File: config.mk
export PLATFORM = sky130hd
export DESIGN_NAME = esdc_queue
export DESIGN_NICKNAME = d
export VERILOG_FILES = /design/src/hw/rtl/encoder_speed_and_drive_command_macros.svh /design/src/hw/rtl/esdc_pkg.sv /design/src/hw/rtl/esdc_queue.sv
export SDC_FILE = /design/constraint.sdc
export NUM_CORES = 1
export LEC_CHECK = 0
export BUFFER_PORTS_ARGS = -buffer_cell sky130_fd_sc_hd__buf_2
export CORE_MARGIN = 2
export CORE_UTILIZATION = 35
export CTS_CLUSTER_SIZE = 30
export DETAILED_ROUTE_END_ITERATION = 8
export PLACE_DENSITY_LB_ADDON = 0.2
export REMOVE_ABC_BUFFERS = 1
export SETUP_SLACK_MARGIN = 0.3
export SKIP_CTS_REPAIR_TIMING = 1
export SYNTH_ARGS = -nofsm -noshare
export SYNTH_HDL_FRONTEND = slang
export SYNTH_SLANG_ARGS = --single-unit
File: constraint.sdc
create_clock -name i_clk -period 13.9 [get_ports i_clk]
set_clock_uncertainty 0.2 [all_clocks]
set_input_delay 3.475 -clock i_clk [delete_from_list [all_inputs] [get_ports i_clk]]
set_output_delay 3.475 -clock i_clk [all_outputs]
set_load 0.01 [all_outputs]
File: src/hw/rtl/encoder_speed_and_drive_command_macros.svh
// Assertion macros for the encoder speed and drive command block.
// Used by the top level only; expands to nothing under SYNTHESIS.
`ifndef ENCODER_SPEED_AND_DRIVE_COMMAND_MACROS_SVH
`define ENCODER_SPEED_AND_DRIVE_COMMAND_MACROS_SVH
`ifndef SYNTHESIS
`define ESDC_ASSERT_SAME(lbl, clk, rst_n, ante, cons) \
    lbl: assert property (@(posedge clk) disable iff (!rst_n) (ante) |-> (cons)) \
        else $error("same-cycle check failed");
`define ESDC_ASSERT_NEXT(lbl, clk, rst_n, ante, cons) \
    lbl: assert property (@(posedge clk) disable iff (!rst_n) (ante) |=> (cons)) \
        else $error("next-cycle check failed");
`else
`define ESDC_ASSERT_SAME(lbl, clk, rst_n, ante, cons)
`define ESDC_ASSERT_NEXT(lbl, clk, rst_n, ante, cons)
`endif
`endif

File: src/hw/rtl/esdc_pkg.sv
// Shared types, codes and constants of the encoder speed and drive command block.
// No dependencies; used by every module of the block.
package esdc_pkg;

    localparam int COUNTER_BITS = 16;
    localparam int WRAP_BITS    = 16;

    localparam logic [63:0] COUNTER_MASK = (64'd1 << COUNTER_BITS) - 64'd1;

    typedef logic [0:0] t_cfg_idx;
    localparam t_cfg_idx CFG_SPEED_GAIN    = 1'b0;
    localparam t_cfg_idx CFG_POSITION_GAIN = 1'b1;

    localparam logic [32:0] SPEED_GAIN_RST    = 33'd6757296;
    localparam logic [32:0] POSITION_GAIN_RST = 33'd67572;

    typedef enum logic [1:0] {
        TREND_NONE = 2'd0,
        TREND_UP   = 2'd1,
        TREND_DOWN = 2'd2
    } t_trend;

    typedef enum logic [1:0] {
        BRK_NONE    = 2'd0,
        BRK_STOP    = 2'd1,
        BRK_RELEASE = 2'd2,
        BRK_DECEL   = 2'd3
    } t_brake;

    localparam logic [1:0] STEER_FWD = 2'd1;
    localparam logic [1:0] STEER_OFF = 2'd2;

    localparam logic [6:0]  THROTTLE_MAX   = 7'd100;
    localparam logic [15:0] DRIVE_MUL      = 16'd419;
    localparam int          CODE_PART_BITS = 14;
    localparam int          QUOT_BITS      = 30;
    localparam logic [29:0] DIV5_RECIP     = 30'd52429;
    localparam int          DIV5_SHIFT     = 18;
    localparam logic [11:0] DRIVE_BASE     = 12'd2000;
    localparam logic [5:0]  BRAKE_FULL     = 6'd50;

    localparam logic [63:0] ROUND_HALF = 64'd128;
    localparam int          Q_SHIFT    = 8;

    localparam int QUEUE_AW    = 1;
    localparam int QUEUE_DEPTH = 2 ** QUEUE_AW;

    typedef struct packed {
        logic                      auto_mode;
        logic                      sp_zero;
        t_trend                    trend;
        logic [1:0]                steer;
    } t_ctrl;

    typedef struct packed {
        logic [31:0]               delta;
        logic [31:0]               ext;
        logic [CODE_PART_BITS-1:0] code_part;
        t_ctrl                     ctrl;
    } t_item;

    function automatic logic [31:0] abs32(input logic [31:0] v);
        abs32 = v[31] ? (32'd0 - v) : v;
    endfunction

    function automatic logic [31:0] sat_q16(input logic [63:0] prod, input logic neg);
        logic [63:0] r;
        r = (prod + ROUND_HALF) >> Q_SHIFT;
        if (!neg) begin
            sat_q16 = (r > 64'h0000_0000_7FFF_FFFF) ? 32'h7FFF_FFFF : r[31:0];
        end else begin
            sat_q16 = (r >= 64'h0000_0000_8000_0000) ? 32'h8000_0000 : (32'd0 - r[31:0]);
        end
    endfunction

endpackage

File: src/hw/rtl/esdc_queue.sv
// Short item queue between the front and the back end.
// Depends on esdc_pkg for the item type and depth.
module esdc_queue (
    input  logic             i_clk,
    input  logic             i_rst_n,
    input  logic             i_push,
    input  esdc_pkg::t_item  i_item,
    output logic             o_ready,
    output logic             o_valid,
    input  logic             i_pop,
    output esdc_pkg::t_item  o_item
);

    esdc_pkg::t_item               r_mem [esdc_pkg::QUEUE_DEPTH];
    logic [esdc_pkg::QUEUE_AW-1:0] r_wr;
    logic [esdc_pkg::QUEUE_AW-1:0] r_rd;
    logic [esdc_pkg::QUEUE_AW:0]   r_count;
    logic                          w_pop;

    assign o_ready = (r_count != (esdc_pkg::QUEUE_AW + 1)'(esdc_pkg::QUEUE_DEPTH));
    assign o_valid = (r_count != '0);
    assign o_item  = r_mem[r_rd];
    assign w_pop   = i_pop && o_valid;

    always_ff @(posedge i_clk) begin
        if (i_push) begin
            r_mem[r_wr] <= i_item;
        end
    end

    always_ff @(posedge i_clk) begin
        if (!i_rst_n) begin
            r_wr    <= '0;
            r_rd    <= '0;
            r_count <= '0;
        end else begin
            if (i_push) begin
                r_wr <= r_wr + 1'b1;
            end
            if (w_pop) begin
                r_rd <= r_rd + 1'b1;
            end
            case ({i_push, w_pop})
                2'b10: begin
                    r_count <= r_count + 1'b1;
                end
                2'b01: begin
                    r_count <= r_count - 1'b1;
                end
                default: begin
                    r_count <= r_count;
                end
            endcase
        end
    end

endmodule

* Word-level counts from Yosys, hierarchy flattened
Memories as Yosys holds them, arrays and structs flattened. A register that Yosys moved wholly into a read port is not among the register bits.
Cells that the tools add are included.
** Storage, ports and cells
- Memories :: 1
- Bits in registers :: 4
- Logic and storage cells :: 19
- RAM bits :: 168
** Memory list
- r_mem :: depth 2, width 84, read ports 1, clocked after memory_dff 1, write ports 1, RTL line esdc_queue.sv:14 : esdc_pkg::t_item r_mem [esdc_pkg::QUEUE_DEPTH];
** Operators by class
- Equality and inequality tests :: 3
- Reduce and logical (&&, ||, !) cells :: 3
- Mux-type cells :: 5
- Add/sub/neg operators :: 4
** Operators by type and width (number)
- 2-to-1 mux 1 bit :: 4
- case mux 2 bit (2 select lines) :: 1
- nonzero test 2 bit :: 2
- adder 1 bit (second input constant) :: 2
- adder 2 x 1 -> 2 bit (second input constant) :: 1
- == test 2 x 1 -> 1 bit (second input constant) :: 1
- == test 2 bit (second input constant) :: 1
- inequality test 2 bit (second input constant) :: 1
- subtractor 2 x 1 -> 2 bit (second input constant) :: 1
- logical AND 1 bit :: 1

* Longest topological paths before layout
- Depth in word-level cells :: 4
- Depth in mapped cells :: 5
- Mapped depth without buffers :: 5

* Worst setup path before layout
OpenSTA, ideal clock, no wires.
- Path type :: input port to flip-flop
- Start :: input i_push
- End :: memory r_mem[0][0] (netlist name), enable pin
- Path buffers :: 0
- Cell stages on the path :: 2
- Setup slack :: 6.085 ns
- Data arrival time :: 7.085 ns
- Required time :: 13.169 ns
- Cells stage by stage :: inv_1 -> nor2_1
** Between the ends
- Longest elaborated chain between the ends :: 2
** RTL lines
- start, declared :: RTL line esdc_queue.sv:6 : input logic i_push,
- 2-to-1 mux 1 bit :: RTL line esdc_queue.sv:26 : if (i_push) begin
- 2-to-1 mux 1 bit (not written as such) :: RTL line esdc_queue.sv:27 : r_mem[r_wr] <= i_item;
- end, declared :: RTL line esdc_queue.sv:14
Every way passes these cells.

==> out/qor.csv <==
stage,metric,value,unit
finish,final core occ,45.6,%
finish,Diodes inserted,0,
synth,Compound-Gate Fraction of Synth Area,0.459,%
power,Reg power frac,48.6,%
place,Detail Placement HPWL,7.46,mm
power,cell internal pwr,964,uW
timing,Final WS setup,7.85,ns
floorplan,die height,138,um
hold_path,WHS Endpoint,r_count[1],
global_routing,met2 GRT Util,21.0,%
synth,Synth Area in Simple Gates,0.857,%
setup_path,crit path DAT,2.37,ns
finish,fillers,1529,
timing,Final Hold Slack,0.325,ns
clock_network,CTS Buf Count,17,
global_routing,largest net degree at the start of global routing,67,
synth,mux share of post-synthesis cell area,15.1,%
setup_path,worst r2r src,r_wr,
routing,1st-pass router iterations,4,
finish,area grow syn2layout,26.7,%
synth,Synth cell types,18,
timing,FMAX,165,MHz
power,leakage,0.00296,uW
synth,XOR/XNOR share of the synthesized area,0.419,%
timing,Period minus WS final,6.05,ns
status,status,finished clean,
global_routing,gr usage total,12.6,%
hold_path,hold path start,r_count[1],
finish,Nets,559,
power,combinational power share,17.5,%
synth,largest family of logic cells by synthesized area,multiplexers,
clock_network,Clock Latency Late Sink,0.42,ns
clock_network,Clock Sinks,173,
timing,RSZ-0062 raised after global routing,no,
setup_path,CP max stage delay,0.71,ns
clock_network,CTS tree,yes,
power,Switch Pwr,337,uW
global_routing,met1 GRT Util,14.1,%
setup_path,crit path capture type,output port,
hold_path,Hold Crit Class,flip-flop to flip-flop,
synth,yosys synthesis warning count,0,
synth,Synth Instances,284,
timing,Final Cycle Share,43.5,%
floorplan,Core Rows,48,
synth,"Seq/Total Area, Yosys",82.0,%
place,input/output buffers,173,
synth,syn_area_per_cell,22.1,um^2
setup_path,Startpoint Class,flip-flop,
clock_network,# H-tree levels,4,
routing,"antenna viol nets, final",0,
global_routing,antenna violations before repair,1,
timing,Final Hold Fails,0,
timing,post-route setup TNS,0,ns
setup_path,crit-path cells,buf_4 -> mux2_1 -> buf_2,
routing,vias per inst,4.49,
setup_path,slowest library cell on the worst path,dfxtp_4,
routing,drc violations,0,
setup_path,crit path max fanout,46,
power,Peak VDD IR,0.0000873,V
timing,Max Slew Vio Count,0,
place,Placer Congestion,0.662,
clock_network,root buffer cell,clkbuf_16,
timing,Worst-Margin Slew,0.926,ns
finish,proportion of layout cells with a drive suffix above 1,43.5,%
setup_path,kind of critical path,flip-flop to output port,
floorplan,Chip Width,138,um
synth,Post-Syn Area,6280,um^2
clock_network,clock transition at the registers of the reported paths,0.06,ns
floorplan,die area,19000,um^2
power,switching share of total power,25.9,%
routing,Starting DRT DRC Count,171,
global_routing,gr busiest metal,met2,
clock_network,clk buf depth,2,
synth,Synth Area in Adders,0.199,%
setup_path,path depth of the worst reg2reg path,2,
floorplan,CORE AREA,17400,um^2
timing,Slew Limit Headroom,38.2,%
power,clock group share of total power,33.9,%
setup_path,Worst R2R End,r_mem[0][4],
synth,post-synthesis register bit count,173,
global_routing,GR Util met3,5.26,%
floorplan,I/O Pins,174,
routing,detailed-route via count,3176,
hold_path,worst hold stages,2,
timing,endpoints failing setup,0,
setup_path,worst path required time,10.22,ns
routing,Routed WL per cell,16.5,um
job,number of max-cap violations,0,
place,pre-CTS setup slack,8.19,ns
global_routing,GR Overflow Total,0,
global_routing,first-pass GRT wire length,17.2,mm
floorplan,Starting Density,36.0,%
setup_path,r2r setup slk,11.60,ns
routing,routed wire length,11.7,mm
power,pwr/cell area,164,nW/um^2
global_routing,number of global-route vias before repair,3428,
[critical path, delay by kind of cell (launching register included)]
family	cells	cell delay (ns)
buffers and inverters	2	0.76
multiplexers	1	0.41
flip-flops	1	0.71
[placed cells by master (no fill, tap or decap)]
cell type,n
clkbuf_1,2
o21ai_0,1
ha_1,1
or3_1,1
o21a_1,1
clkbuf_16,17
nor2_4,1
a21boi_1,1
mux2_1,84
nand2b_1,1
clkinv_4,1
inv_6,4
buf_4,3
o21a_2,1
xnor2_1,3
or2_1,1
clkinvlp_4,3
bufinv_16,1
clkinv_2,4
edfxtp_1,168
nor2b_1,3
dfxtp_4,1
and2_1,1
buf_2,173
and2_4,1
dfxtp_1,4
inv_1,1
[cell usage after synthesis]
library cell	count	area [um^2]
buf_4	6	45.0
mux2_1	84	946
a21boi_1	1	7.51
and2_1	2	12.5
nand2b_1	1	6.26
ha_1	1	12.5
or2_1	1	6.26
nor2b_1	3	18.8
o21a_1	1	7.51
nor2_1	1	3.75
dfxtp_1	5	100
xnor2_1	3	26.3
buf_2	3	15.0
edfxtp_1	168	5040
o21ai_0	1	5.00
inv_1	1	3.75
o21a_2	1	8.76
or3_1	1	6.26
[kinds of logic after synthesis]
kind of cell,after synthesis
flip-flops,173
multiplexers,84
buffers and inverters,10
AND/OR/NAND/NOR,9
AO/OA/AOI/OAI,4
XOR/XNOR,3
adder cells (fa/ha/maj),1
[metrics by stage]
stage               area [um^2]  instances  power [uW]
global route               7950        708        1360
floorplan                  6220        275         776
CTS                        7950        708        1320
global placement           7400        676         876
detailed placement         7400        676         879
finish                     7950        708        1300
[layout make-up]
| type | instances | area (um^2) | area share [%] |
|---|---|---|---|
| Multi-Input combinational cell | 101 | 1080 | 13.6 |
| Timing Repair Buffer | 176 | 888 | 11.2 |
| Clock buffer | 19 | 433 | 5.45 |
| Clock inverter | 13 | 116 | 1.46 |
| Tap cell | 225 | 282 | 3.54 |
| Sequential cell | 173 | 5150 | 64.8 |
| Inverter | 1 | 3.75 | 0.0472 |
[power groups by stage]
stage	Sequential [uW]	Combinational [uW]	Clock, uW
3_3_place_gp	644	232	0
6_report	632	227	441
5_1_grt	638	252	473
3_5_place_dp	645	234	0
4_1_cts	634	235	453
2_1_floorplan	650	126	0
[worst max-delay path by stage]
stage,from,end,slack [ns]
after global placement,flip-flop,o_item[74],8.21
after floorplan,i_push,r_mem[0][0],6.08
after detailed placement,flip-flop,o_item[74],8.19
after global routing,flip-flop,o_item[74],7.66
final,flip-flop,o_item[73],7.85
after CTS,flip-flop,o_item[74],7.72
[routing by layer]
metal | up-vias | share of wire (%)
li1 | 1495 | -
met1 | 1549 | 41
met2 | 113 | 49
met3 | 17 | 8.0
met4 | 2 | 1.7
met5 | - | 0.11
[registers in the layout, summed over array words and instances, names as in the netlist, named ones only]
| register | cells |
|---|---|
| r_count | 2 |
| r_mem | 168 |
| r_rd | 1 |
| r_wr | 1 |
Note: power is estimated with default switching activity, not from simulation.
