===== config.mk =====
export PLATFORM = sky130hd
export DESIGN_NAME = esdc_front
export DESIGN_NICKNAME = d
export VERILOG_FILES = /design/src/hw/rtl/encoder_speed_and_drive_command_macros.svh /design/src/hw/rtl/esdc_pkg.sv /design/src/hw/rtl/esdc_front.sv
export SDC_FILE = /design/constraint.sdc
export NUM_CORES = 1
export LEC_CHECK = 0
export ABC_AREA = 1
export ABC_CLOCK_PERIOD_IN_PS = 4490
export BUFFER_PORTS_ARGS = -buffer_cell sky130_fd_sc_hd__buf_2
export CELL_PAD_IN_SITES_DETAIL_PLACEMENT = 0
export CELL_PAD_IN_SITES_GLOBAL_PLACEMENT = 1
export CORE_MARGIN = 2
export CORE_UTILIZATION = 30
export DETAILED_ROUTE_END_ITERATION = 8
export PLACE_DENSITY_LB_ADDON = 0.1
export SYNTH_ARGS = -nofsm -noshare
export SYNTH_HDL_FRONTEND = slang
export SYNTH_SLANG_ARGS = --single-unit

===== constraint.sdc =====
create_clock -name i_clk -period 4.49 [get_ports i_clk]
set_input_delay 0.2245 -clock i_clk [delete_from_list [all_inputs] [get_ports i_clk]]
set_output_delay 0.2245 -clock i_clk [all_outputs]
set_load 0.02 [all_outputs]

===== src/hw/rtl/encoder_speed_and_drive_command_macros.svh =====
// Assertion macros for the encoder speed and drive command block.
// Used by the top level only; expands to nothing under SYNTHESIS.
`ifndef ENCODER_SPEED_AND_DRIVE_COMMAND_MACROS_SVH
`define ENCODER_SPEED_AND_DRIVE_COMMAND_MACROS_SVH
`ifndef SYNTHESIS
`define ESDC_ASSERT_SAME(lbl, clk, rst_n, ante, cons) \
    lbl: assert property (@(posedge clk) disable iff (!rst_n) (ante) |-> (cons)) \
        else $error("same-cycle check failed");
`define ESDC_ASSERT_NEXT(lbl, clk, rst_n, ante, cons) \
    lbl: assert property (@(posedge clk) disable iff (!rst_n) (ante) |=> (cons)) \
        else $error("next-cycle check failed");
`else
`define ESDC_ASSERT_SAME(lbl, clk, rst_n, ante, cons)
`define ESDC_ASSERT_NEXT(lbl, clk, rst_n, ante, cons)
`endif
`endif


===== src/hw/rtl/esdc_pkg.sv =====
// Shared types, codes and constants of the encoder speed and drive command block.
// No dependencies; used by every module of the block.
package esdc_pkg;

    localparam int COUNTER_BITS = 16;
    localparam int WRAP_BITS    = 16;

    localparam logic [63:0] COUNTER_MASK = (64'd1 << COUNTER_BITS) - 64'd1;

    typedef logic [0:0] t_cfg_idx;
    localparam t_cfg_idx CFG_SPEED_GAIN    = 1'b0;
    localparam t_cfg_idx CFG_POSITION_GAIN = 1'b1;

    localparam logic [32:0] SPEED_GAIN_RST    = 33'd6757296;
    localparam logic [32:0] POSITION_GAIN_RST = 33'd67572;

    typedef enum logic [1:0] {
        TREND_NONE = 2'd0,
        TREND_UP   = 2'd1,
        TREND_DOWN = 2'd2
    } t_trend;

    typedef enum logic [1:0] {
        BRK_NONE    = 2'd0,
        BRK_STOP    = 2'd1,
        BRK_RELEASE = 2'd2,
        BRK_DECEL   = 2'd3
    } t_brake;

    localparam logic [1:0] STEER_FWD = 2'd1;
    localparam logic [1:0] STEER_OFF = 2'd2;

    localparam logic [6:0]  THROTTLE_MAX   = 7'd100;
    localparam logic [15:0] DRIVE_MUL      = 16'd419;
    localparam int          CODE_PART_BITS = 14;
    localparam int          QUOT_BITS      = 30;
    localparam logic [29:0] DIV5_RECIP     = 30'd52429;
    localparam int          DIV5_SHIFT     = 18;
    localparam logic [11:0] DRIVE_BASE     = 12'd2000;
    localparam logic [5:0]  BRAKE_FULL     = 6'd50;

    localparam logic [63:0] ROUND_HALF = 64'd128;
    localparam int          Q_SHIFT    = 8;

    localparam int QUEUE_AW    = 1;
    localparam int QUEUE_DEPTH = 2 ** QUEUE_AW;

    typedef struct packed {
        logic                      auto_mode;
        logic                      sp_zero;
        t_trend                    trend;
        logic [1:0]                steer;
    } t_ctrl;

    typedef struct packed {
        logic [31:0]               delta;
        logic [31:0]               ext;
        logic [CODE_PART_BITS-1:0] code_part;
        t_ctrl                     ctrl;
    } t_item;

    function automatic logic [31:0] abs32(input logic [31:0] v);
        abs32 = v[31] ? (32'd0 - v) : v;
    endfunction

    function automatic logic [31:0] sat_q16(input logic [63:0] prod, input logic neg);
        logic [63:0] r;
        r = (prod + ROUND_HALF) >> Q_SHIFT;
        if (!neg) begin
            sat_q16 = (r > 64'h0000_0000_7FFF_FFFF) ? 32'h7FFF_FFFF : r[31:0];
        end else begin
            sat_q16 = (r >= 64'h0000_0000_8000_0000) ? 32'h8000_0000 : (32'd0 - r[31:0]);
        end
    endfunction

endpackage


===== src/hw/rtl/esdc_front.sv =====
// Front end: accepts sample ticks, extends the encoder count and classifies the throttle.
// Depends on esdc_pkg; feeds esdc_queue.
module esdc_front (
    input  logic                  i_clk,
    input  logic                  i_rst_n,
    input  logic                  i_in_valid,
    output logic                  o_in_ready,
    input  logic [15:0]           i_counter_value,
    input  logic                  i_counting_down,
    input  logic                  i_overflow_seen,
    input  logic                  i_auto_mode,
    input  logic [7:0]            i_throttle_setpoint,
    input  logic [1:0]            i_steer_cmd,
    input  logic                  i_q_ready,
    output logic                  o_push,
    output esdc_pkg::t_item       o_item
);

    logic [esdc_pkg::WRAP_BITS-1:0] r_wrap;
    logic [esdc_pkg::WRAP_BITS-1:0] n_wrap;
    logic [31:0]                    r_last_ext;
    logic [6:0]                     r_prev_sp;
    esdc_pkg::t_trend               r_trend;
    esdc_pkg::t_trend               n_trend;
    logic [63:0]                    w_ext64;
    logic [31:0]                    w_ext;
    logic [6:0]                     w_sp;
    logic [15:0]                    w_code_mul;
    logic                           w_accept;

    assign o_in_ready = i_q_ready;
    assign w_accept   = i_in_valid && i_q_ready;
    assign o_push     = w_accept;

    always_comb begin
        if (i_overflow_seen) begin
            n_wrap = i_counting_down ? (r_wrap - 1'b1) : (r_wrap + 1'b1);
        end else begin
            n_wrap = r_wrap;
        end
    end

    assign w_ext64 = (64'($signed(n_wrap)) << esdc_pkg::COUNTER_BITS)
                   | (64'(i_counter_value) & esdc_pkg::COUNTER_MASK);
    assign w_ext   = w_ext64[31:0];

    assign w_sp = (i_throttle_setpoint > 8'(esdc_pkg::THROTTLE_MAX)) ?
                  esdc_pkg::THROTTLE_MAX : i_throttle_setpoint[6:0];
    assign w_code_mul = 16'(w_sp) * esdc_pkg::DRIVE_MUL;

    always_comb begin
        n_trend = r_trend;
        if (i_auto_mode && (w_sp != 7'd0)) begin
            if (w_sp > r_prev_sp) begin
                n_trend = esdc_pkg::TREND_UP;
            end else if (w_sp < r_prev_sp) begin
                n_trend = esdc_pkg::TREND_DOWN;
            end
        end
    end

    always_comb begin
        o_item.delta          = w_ext - r_last_ext;
        o_item.ext            = w_ext;
        o_item.code_part      = w_code_mul[15:2];
        o_item.ctrl.auto_mode = i_auto_mode;
        o_item.ctrl.sp_zero   = (w_sp == 7'd0);
        o_item.ctrl.trend     = n_trend;
        o_item.ctrl.steer     = i_steer_cmd;
    end

    always_ff @(posedge i_clk) begin
        if (!i_rst_n) begin
            r_wrap     <= '1;
            r_last_ext <= '0;
            r_prev_sp  <= '0;
            r_trend    <= esdc_pkg::TREND_NONE;
        end else if (w_accept) begin
            r_wrap     <= n_wrap;
            r_last_ext <= w_ext;
            if (i_auto_mode) begin
                r_prev_sp <= w_sp;
                r_trend   <= n_trend;
            end
        end
    end

endmodule


After elaboration in Yosys (flattened, before gate mapping) --
Cells that the tools add are included.
Word-level totals: register bits 57, input port bits 33, logic and storage cells 23
Operators by class: $add $sub $neg 3, $mul 1, order comparisons 3, mux-type cells 6, bitwise operators 1, reduce and logical (&&, ||, !) cells 5
Operators by type and width (count):
- $mux W16 | 2
- $or A32 B16 Y32 | 1
- $sub A32 B32 Y32 | 1
- $add A16 B1 Y16 const B | 1
- $mul A7 B9 Y16 const B | 1
- $sub A16 B1 Y16 const B | 1
- $gt A8 B7 Y1 const B | 1
- $gt A7 B7 Y1 | 1
- $logic_not A7 Y1 | 1
- $lt A7 B7 Y1 | 1
- $mux W7 | 1
- $reduce_bool A7 Y1 | 1
- $mux W2 | 3
- $logic_and A1 B1 Y1 | 2
- $reduce_and A2 Y1 | 1

Depth between registers and ports, before layout --
Gate-level depths: netlist (run 1).
word-level depth 6, mapped depth 24, gate-level depth less buffers 23

Worst setup path after synthesis (run 1) --
Ideal clock, no wire load.
path kind input to output, start in i_throttle_setpoint[4], end out o_item[16] in the netlist's numbering, arrival time 3.338 ns, setup slack 0.927 ns, stages on the path 18, path buffers 1, path through nor4_1 -> nand4_1 -> nand2_1 -> nand2_1 -> ha_1 -> inv_1 -> fa_1 -> inv_1 -> ha_1 -> ha_1 -> ha_1 -> a21oi_1 -> o21ai_0 -> a21oi_1 -> nor2_1 -> nor2_1 -> xnor2_1 -> buf_4
On the way: word-level cells in the longest chain between the ends 3
Ends and longest elaborated chain:
- start, declared | line esdc_front.sv:12 | input logic [7:0] i_throttle_setpoint,
- $gt A8 B7 Y1 | line esdc_front.sv:47 | assign w_sp = (i_throttle_setpoint > 8'(esdc_pkg::THROTTLE_MAX)) ?
- $mux W7 | line esdc_front.sv:47
- net w_sp[5] | line esdc_front.sv:27 | logic [6:0] w_sp;
- $mul A7 B9 Y16 | line esdc_front.sv:49 | assign w_code_mul = 16'(w_sp) * esdc_pkg::DRIVE_MUL;
- end, declared | line esdc_front.sv:16 | output esdc_pkg::t_item o_item
The timed path passes the listed nets, and every way through them passes these cells.

==> out/qor_table.md, run 1 <==
| Stage | Item | This run |
|:---|:---|:---|
| worst setup path | CP Max Fanout | 6 |
| route | Via-to-Cell Ratio | 4.66 |
| power | Internal power summed over all cells | 1.54 mW |
| layout | Share of layout cells above drive strength 1 | 0.169 |
| yosys | Total standard cell area after synthesis | 6540 sq um |
| yosys | Mapped Nets | 1117 |
| route | Initial detailed-routing violation count | 313 |
| route | Met2 layer wire length in the routed design | 8010 microns |
| floorplan | FP Rows | 54 |
| layout | Final antenna diode count | 0 |
| global routing | Via count of the first global-routing pass | 5961 |
| timing | Final worst path period share | 0.904 |
| global routing | Number of antenna violations at the first check in global routing | 0 |
| timing | RSZ-0062 raised after global routing | false |
| power | Leak pwr | 3.68 nW |
| floorplan | Area of the core | 21600 sq um |
| yosys | Asr flop ratio synth | 0 |
| clocking | Num CTS Buffers | 9 |
| yosys | Largest area contributor in the synthesized netlist | sky130_fd_sc_hd__ha_1 |
| yosys | Count leader, synth | sky130_fd_sc_hd__nand2_1 |
| route | WL met1 | 9780 microns |
| yosys | Top area cells in the synthesized netlist | sky130_fd_sc_hd__ha_1 19%, sky130_fd_sc_hd__dfxtp_1 17%, sky130_fd_sc_hd__nand2_1 12% |
| placement | Total of buffers placed on input and output ports | 114 |
| timing | Relative max-transition margin | 0.233 |
| status | Run status | finished, final reports clean |
| route | DRC violations left | 0 |
| floorplan | Width of the chip | 152 microns |
| floorplan | DIE AREA | 23000 sq um |
| timing | Hold slack final | 165 ps |
| yosys | Avg Inst Size Synth | 6.68 sq um |
| power | Power share of the combinational group | 0.525 |
| clocking | Number of clock sinks | 57 |
| clocking | Clock transition at the registers of the reported paths | 60 ps |
| worst setup path | Path depth of the worst reg2reg path | 13 |
| yosys | Area share of the largest cell type after synthesis | 0.187 |
| placement | Instance area at placement | 7180 sq um |
| timing | Achievable frequency | 0.246 GHz |
| yosys | Synth Instances | 979 |
| route | Wirelength, routed | 18700 microns |
| worst setup path | Crit Path Category | input port to output port |
| yosys | Most instantiated cells after synthesis | 217 x sky130_fd_sc_hd__nand2_1, 124 x sky130_fd_sc_hd__inv_1, 123 x sky130_fd_sc_hd__a21oi_1 |
| timing | Transition at the pin with the smallest max-transition slack | 1150 ps |
| global routing | Aggregate global-route resource usage | 0.170 |
| floorplan | Starting density of the core | 0.303 |
| placement | Weighted congestion at the end of routability-driven global placement | 0.839 |
| floorplan | Die height | 152 microns |
| yosys | Count of unique library cells instantiated by Yosys | 45 |
| route | Wire length per cell after detailed routing | 13.9 microns |
| route | Detailed route wirelength on metal3 | 682 microns |
| worst setup path | Data arrival time of the critical path | 3830 ps |
| run | Max Cap Violations | 0 |
| power | Switching part of the total power | 0.444 |
| layout | Area growth from synthesis to final layout | 14.6% |
| route | ANT nets after route | 0 |
| timing | Total Neg Setup Slack | 0 ps |
| global routing | Maximum number of pins on one net before global-route repair | 62 |
| timing | Worst Skew | 9.39 ps |
| clocking | Number of gates resized after cts | 0 |
| timing | Total count of hold-check failures in the final report | 0 |
| clocking | Worst skew pair latency | 340 ps |
| clocking | Root buffer cell | sky130_fd_sc_hd__clkbuf_16 |
| yosys | Total of warnings raised by yosys | 0 |
| route | Via count | 6252 |
| yosys | Register area share after synthesis | 0.174 |
| power | Maximum resistive drop on vdd | 0.157 mV |
| worst setup path | Crit path required time | 4270 ps |
| power | Clock Power Share | 0.272 |
| global routing | Grt total ovfl | 0 |
| yosys | Number of synthesized flops with an enable pin | 0 |
| power | Sequential cell fraction of total power | 0.202 |
| worst setup path | Category of the worst setup path launch point | input port |
| timing | Clock period minus worst slack | 4060 ps |
| layout | Post-route cell area | 7500 sq um |
| worst setup path | Worst Setup End Kind | output port |
| layout | Number of nets at the end of the flow | 1195 |
| route | Highest metal layer with signal wires | met4 |
| power | Net switching power of the design | 1.23 mW |
| timing | Max-slew violations | 0 |
| clocking | Clock tree from TritonCTS | done |
| global routing | First-pass GRT wire length | 30800 microns |
| clocking | Quantity of hold-fixing buffers added after cts | 0 |
| floorplan | Ports | 119 |
| power | Power per cell area | 370 nW/um^2 |
| clocking | Setup bufs post-CTS | 0 |
| clocking | Number of H-tree levels | 3 |
| placement | Detail Placement HPWL | 15600 microns |
| yosys | Register bit total from synthesis | 57 |
| worst hold path | Worst hold path type | input port to register |
| yosys | Ys flop type | sky130_fd_sc_hd__dfxtp_1 |
| worst hold path | Cells on Worst Hold Path | 3 |
| clocking | Clock tree buffer depth | 2 |
| timing | Number of setup violations in the final report | 0 |
| route | Number of iterations in the first detailed-routing pass | 4 |
==> state kept, by name (all words and copies together), names as in the netlist <==
signal	cells
r_last_ext	32
r_prev_sp	7
r_trend	2
r_wrap	16
==> power groups by stage <==
stage	sequential [mW]	combinational [mW]	clock, mW
after floorplan	0.565	1.13	0
after global placement	0.571	1.48	0
after detailed placement	0.572	1.47	0
after CTS	0.561	1.48	0.777
after global routing	0.566	1.65	0.801
final	0.561	1.46	0.756
==> critical path, stage by stage <==
cell and delay [ps]:
sky130_fd_sc_hd__buf_2 110, sky130_fd_sc_hd__nor4_1 290, sky130_fd_sc_hd__nand4_1 120, sky130_fd_sc_hd__nand2_1 150, sky130_fd_sc_hd__nand2_1 190, sky130_fd_sc_hd__ha_1 360, sky130_fd_sc_hd__inv_1 60, sky130_fd_sc_hd__fa_1 510
sky130_fd_sc_hd__inv_1 40, sky130_fd_sc_hd__ha_1 280, sky130_fd_sc_hd__ha_1 370, sky130_fd_sc_hd__nand4_1 130, sky130_fd_sc_hd__o21ai_2 160, sky130_fd_sc_hd__nand3_1 90, sky130_fd_sc_hd__nand2_1 110, sky130_fd_sc_hd__nand2_1 70
sky130_fd_sc_hd__nand2_2 100, sky130_fd_sc_hd__nand2_1 60, sky130_fd_sc_hd__nand2_1 70, sky130_fd_sc_hd__xor2_1 140, sky130_fd_sc_hd__buf_2 180
==> worst paths after layout <==
| kind | to | start | slack (ps) |
|---|---|---|---|
| max reg2reg | r_last_ext[30] | r_wrap[0] | 2350 |
| max | o_item[17] | i_throttle_setpoint[4] | 430 |
| min | r_last_ext[0] | i_counter_value[0] | 160 |
| min reg2reg | r_last_ext[15] | r_last_ext[15] | 460 |
==> placed cells by master (no fill, tap or decap), drive strengths merged, types with 9 or more instances in the layout <==
cell / count
buf: 119
xnor2: 13
or2: 9
dfxtp: 57
o21ai: 61
nand3: 57
nand2: 232
ha: 98
nand4: 11
a21oi: 126
clkbuf: 11
inv: 130
xor2: 28
nor2: 52
==> area by class of cell <==
type	count	area, sq um
Clock buffer	11	243
Fill cell	2464	14100
Sequential cell	57	1140
Tap cell	280	350
Clock inverter	5	78.8
Multi-Input combinational cell	738	4580
Timing Repair Buffer	119	608
Inverter	132	495
==> logic make-up (layout without fill, tap and decap cells) <==
| group | after synthesis | count (layout) | share of synthesized area |
|---|---|---|---|
| and+or+nand+nor | 377 | 377 | 0.251 |
| AOI/OAI and AO/OA | 215 | 215 | 0.185 |
| buffers and inverters | 184 | 267 | 0.126 |
| adders and majority gates | 105 | 105 | 0.209 |
| DFF | 57 | 57 | 0.174 |
| xor gates and xnor gates | 41 | 41 | 0.0549 |
==> routing by layer <==
layer  vias up  global-route usage
met5         -                   0
met4         0              0.0435
met3        14              0.0249
li1       3380                   -
met1      2754               0.249
met2       104               0.259
==> per-stage QoR <==
stage | utilization | power (mW) | setup slack (ps) | std cells
finish | 0.347 | 2.78 | 432 | 1342
global placement | 0.332 | 2.05 | 481 | 1326
detailed placement | 0.332 | 2.05 | 422 | 1326
floorplan | - | 1.69 | 927 | 979
global route | 0.347 | 3.02 | 9.24 | 1342
CTS | 0.347 | 2.82 | 404 | 1342
Power figures use the tool's default switching activity.
==> inputs of run 2 (changes only) <==
- CELL_PAD_IN_SITES_DETAIL_PLACEMENT: 0 -> 1
- CORE_MARGIN: 2 -> 10
==> run 2 against run 1 <==
Register-to-register slack better by 40 ps. Sequential power about the same. Via count up 2.1%. Total power down 0.95%. Count of clock-buffer cells in the layout unchanged. Setup slack better by 6.9 ps. Core utilization up 0.55 points. Clock skew about the same. Critical path type unchanged. Highest routed layer unchanged.
==> out/qor_table.md, run 2 (synthesis gave the netlist of run 1 again) <==
| Stage | Item | This run | Change |
|:---|:---|:---|:---|
| timing | Max-slew violations | 0 | unchanged |
| worst setup path | CP Max Fanout | 6 | unchanged |
| timing | Total Neg Setup Slack | 0 ps | unchanged |
| global routing | Grt total ovfl | 0 | unchanged |
| clocking | Number of clock sinks | 57 | unchanged |
| floorplan | Area of the core | 21200 sq um | -1.9% |
| floorplan | Starting density of the core | 0.308 | +0.00571 |
| global routing | Number of antenna violations at the first check in global routing | 0 | unchanged |
| global routing | Maximum number of pins on one net before global-route repair | 62 | unchanged |
| clocking | Setup bufs post-CTS | 0 | unchanged |
| global routing | Global-route met3 utilization | 0.0246 | -0.000272 |
| timing | Clock period minus worst slack | 4050 ps | -6.86 ps |
| placement | Total of buffers placed on input and output ports | 114 | unchanged |
| worst setup path | Worst setup path startpoint | i_throttle_setpoint[4] |  |
| timing | Transition at the pin with the smallest max-transition slack | 739 ps | -409 ps |
| timing | RSZ-0062 raised after global routing | false |  |
| floorplan | Die height | 168 microns | +11% |
| route | Via-to-Cell Ratio | 4.77 | +2.4% |
| timing | Worst Skew | 9.34 ps | -0.0507 ps |
| worst setup path | Crit Path Category | input port to output port |  |
| route | Via count | 6385 | +2.1% |
| layout | Biggest register | r_last_ext |  |
| worst setup path | Crit path required time | 4270 ps | about the same |
| global routing | GR Layer Usage met1 | 0.195 | -0.0542 |
| route | Wirelength, routed | 20700 microns | +11% |
| worst setup path | Category of the worst setup path launch point | input port |  |
| timing | Final worst path period share | 0.902 | -0.00153 |
| timing | Achievable frequency | 0.247 GHz | +0.17% |
| route | Wire length per cell after detailed routing | 15.5 microns | +11% |
| timing | Slack of the critical path | 439 ps | +6.86 ps |
| clocking | Number of H-tree levels | 3 | unchanged |
| status | Run status | finished, final reports clean |  |
| layout | Number of nets at the end of the flow | 1196 | +0.084% |
| clocking | Clock tree from TritonCTS | done |  |
| worst setup path | CP max-delay cell | sky130_fd_sc_hd__fa_1 |  |
| worst hold path | Launch point of the worst hold path | i_counter_value[0] |  |
| worst setup path | Data arrival time of the critical path | 3830 ps | about the same |
| power | Maximum resistive drop on vdd | 0.167 mV | +6.2% |
| clocking | Num CTS Buffers | 9 | unchanged |
| clocking | Root buffer cell | sky130_fd_sc_hd__clkbuf_16 |  |
| global routing | Global routing's busiest layer | met2 |  |
| layout | Number of flip-flops in the largest register | 32 | unchanged |
| clocking | Quantity of hold-fixing buffers added after cts | 0 | unchanged |
| clocking | Number of gates resized after cts | 0 | unchanged |
| clocking | Worst skew pair latency | 340 ps | about the same |
| worst setup path | Critical-path cell list | buf_2, nor4_1, nand4_1, nand2_1, nand2_1, ha_1, inv_1, fa_1, inv_1, ha_1, ha_1, ha_1, a21oi_1, o21ai_0, a21oi_1, nor2_1, nor2_1, xnor2_1, buf_2 |  |
| layout | Final antenna diode count | 0 | unchanged |
| timing | Relative max-transition margin | 0.507 | +0.273 |
| layout | Post-layout utilization of the core | 0.352 | +0.00548 |
| layout | Share of layout cells above drive strength 1 | 0.170 | +0.000781 |
| route | Initial detailed-routing violation count | 250 | -20% |
| placement | Post-Place Worst Slack | 398 ps | -23.6 ps |
| floorplan | DIE AREA | 28100 sq um | +22% |
| worst setup path | Worst r2r src | r_wrap[0] |  |
| global routing | Aggregate global-route resource usage | 0.145 | -0.0251 |
| worst setup path | Capture point of the worst reg-to-reg path | r_last_ext[30] |  |
| floorplan | Width of the chip | 168 microns | +11% |
| floorplan | Ports | 119 | unchanged |
| timing | Total count of hold-check failures in the final report | 0 | unchanged |
| clocking | Clock transition at the registers of the reported paths | 60 ps | about the same |
| worst setup path | Reg-to-reg setup timing slack | 2390 ps | +40 ps |
| route | ANT nets after route | 0 | unchanged |
| worst setup path | Path depth of the worst reg2reg path | 13 | unchanged |
| route | DRC violations left | 0 | unchanged |
| floorplan | FP Rows | 53 | -1.9% |
| power | Leak pwr | 3.67 nW | -0.36% |
| worst setup path | Worst stage delay on the critical path | 380 ps | -130 ps |
| placement | Weighted congestion at the end of routability-driven global placement | 0.870 | +3.8% |
| power | Power per cell area | 368 nW/um^2 | -0.65% |
| timing | Number of setup violations in the final report | 0 | unchanged |
| layout | Most common library cell in the layout ignoring fill and taps | sky130_fd_sc_hd__nand2_1 |  |
| placement | Detail Placement HPWL | 17500 microns | +13% |
| layout | Largest registers ranked by flip-flop count | r_last_ext x32, r_wrap x16, r_prev_sp x7 |  |
| run | Max Cap Violations | 0 | unchanged |
| layout | Most frequent cells in the layout | 216 x sky130_fd_sc_hd__nand2_1, 124 x sky130_fd_sc_hd__inv_1, 123 x sky130_fd_sc_hd__a21oi_1 |  |
| global routing | First-pass GRT wire length | 34000 microns | +11% |
| worst setup path | Worst Setup End Kind | output port |  |
| route | Number of iterations in the first detailed-routing pass | 6 | +2 |
| layout | Area growth from synthesis to final layout | 14.2% |  |
| global routing | Via count of the first global-routing pass | 6583 | +10% |
| clocking | Clock tree buffer depth | 2 | unchanged |
| worst setup path | Timing endpoint of the critical path | o_item[16] |  |
| worst setup path | Most frequent cell on the critical path | sky130_fd_sc_hd__ha_1 |  |
| worst hold path | Worst hold path type | input port to register |  |
| global routing | Met2 usage in global routing | 0.236 | -0.0232 |
[run 2: critical path: cells and delay by family]
family	cells	cell delay [ps]
adders and majority gates	5	1600
xor gates and xnor gates	1	120
and+or+nand+nor	6	890
buffers and inverters	4	410
AOI/OAI and AO/OA	3	580
[run 2: per-layer routing]
metal | routed length [microns] | up-vias | part of all wire
li1 | - | 3370 | -
met1 | 10500 | 2922 | 0.51
met2 | 9360 | 80 | 0.45
met3 | 651 | 13 | 0.031
met4 | 178 | 0 | 0.0086
met5 | 0 | - | 0
[run 2: worst min-delay path by stage]
| stage | to | slack (ps) | cells past startpoint |
|---|---|---|---|
| after floorplan | r_prev_sp[0] | 360 | 2 |
| after global placement | r_last_ext[13] | 450 | 2 |
| after detailed placement | o_item[0] | 450 | 0 |
| after CTS | r_last_ext[0] | 160 | 3 |
| after global routing | r_last_ext[0] | 190 | 3 |
| final | r_last_ext[0] | 160 | 3 |
[run 2: through the flow]
stage | cell area (sq um) | cells | total power [mW] | hold WS (ps)
2_1_floorplan | 6540 | 979 | 1.69 | 363
3_3_place_gp | 7180 | 1322 | 2.07 | 447
3_5_place_dp | 7180 | 1322 | 2.08 | 449
4_1_cts | 7480 | 1338 | 2.81 | 156
5_1_grt | 7480 | 1338 | 2.99 | 185
6_report | 7480 | 1338 | 2.75 | 163
[run 2: layout make-up]
cell class | count | area [sq um]
multi-input combinational | 738 | 4580
timing repair buffer | 120 | 616
clock inverter | 5 | 55.1
tap | 275 | 344
sequential | 57 | 1140
fill | 2805 | 13700
inverter | 132 | 495
clock buffer | 11 | 243
[run 2: power by group]
group / total (mW) / switching [mW] / internal [mW]
logic: 1.49 / 0.979 / 0.506
registers: 0.562 / 0.0205 / 0.541
clock network: 0.703 / 0.260 / 0.443
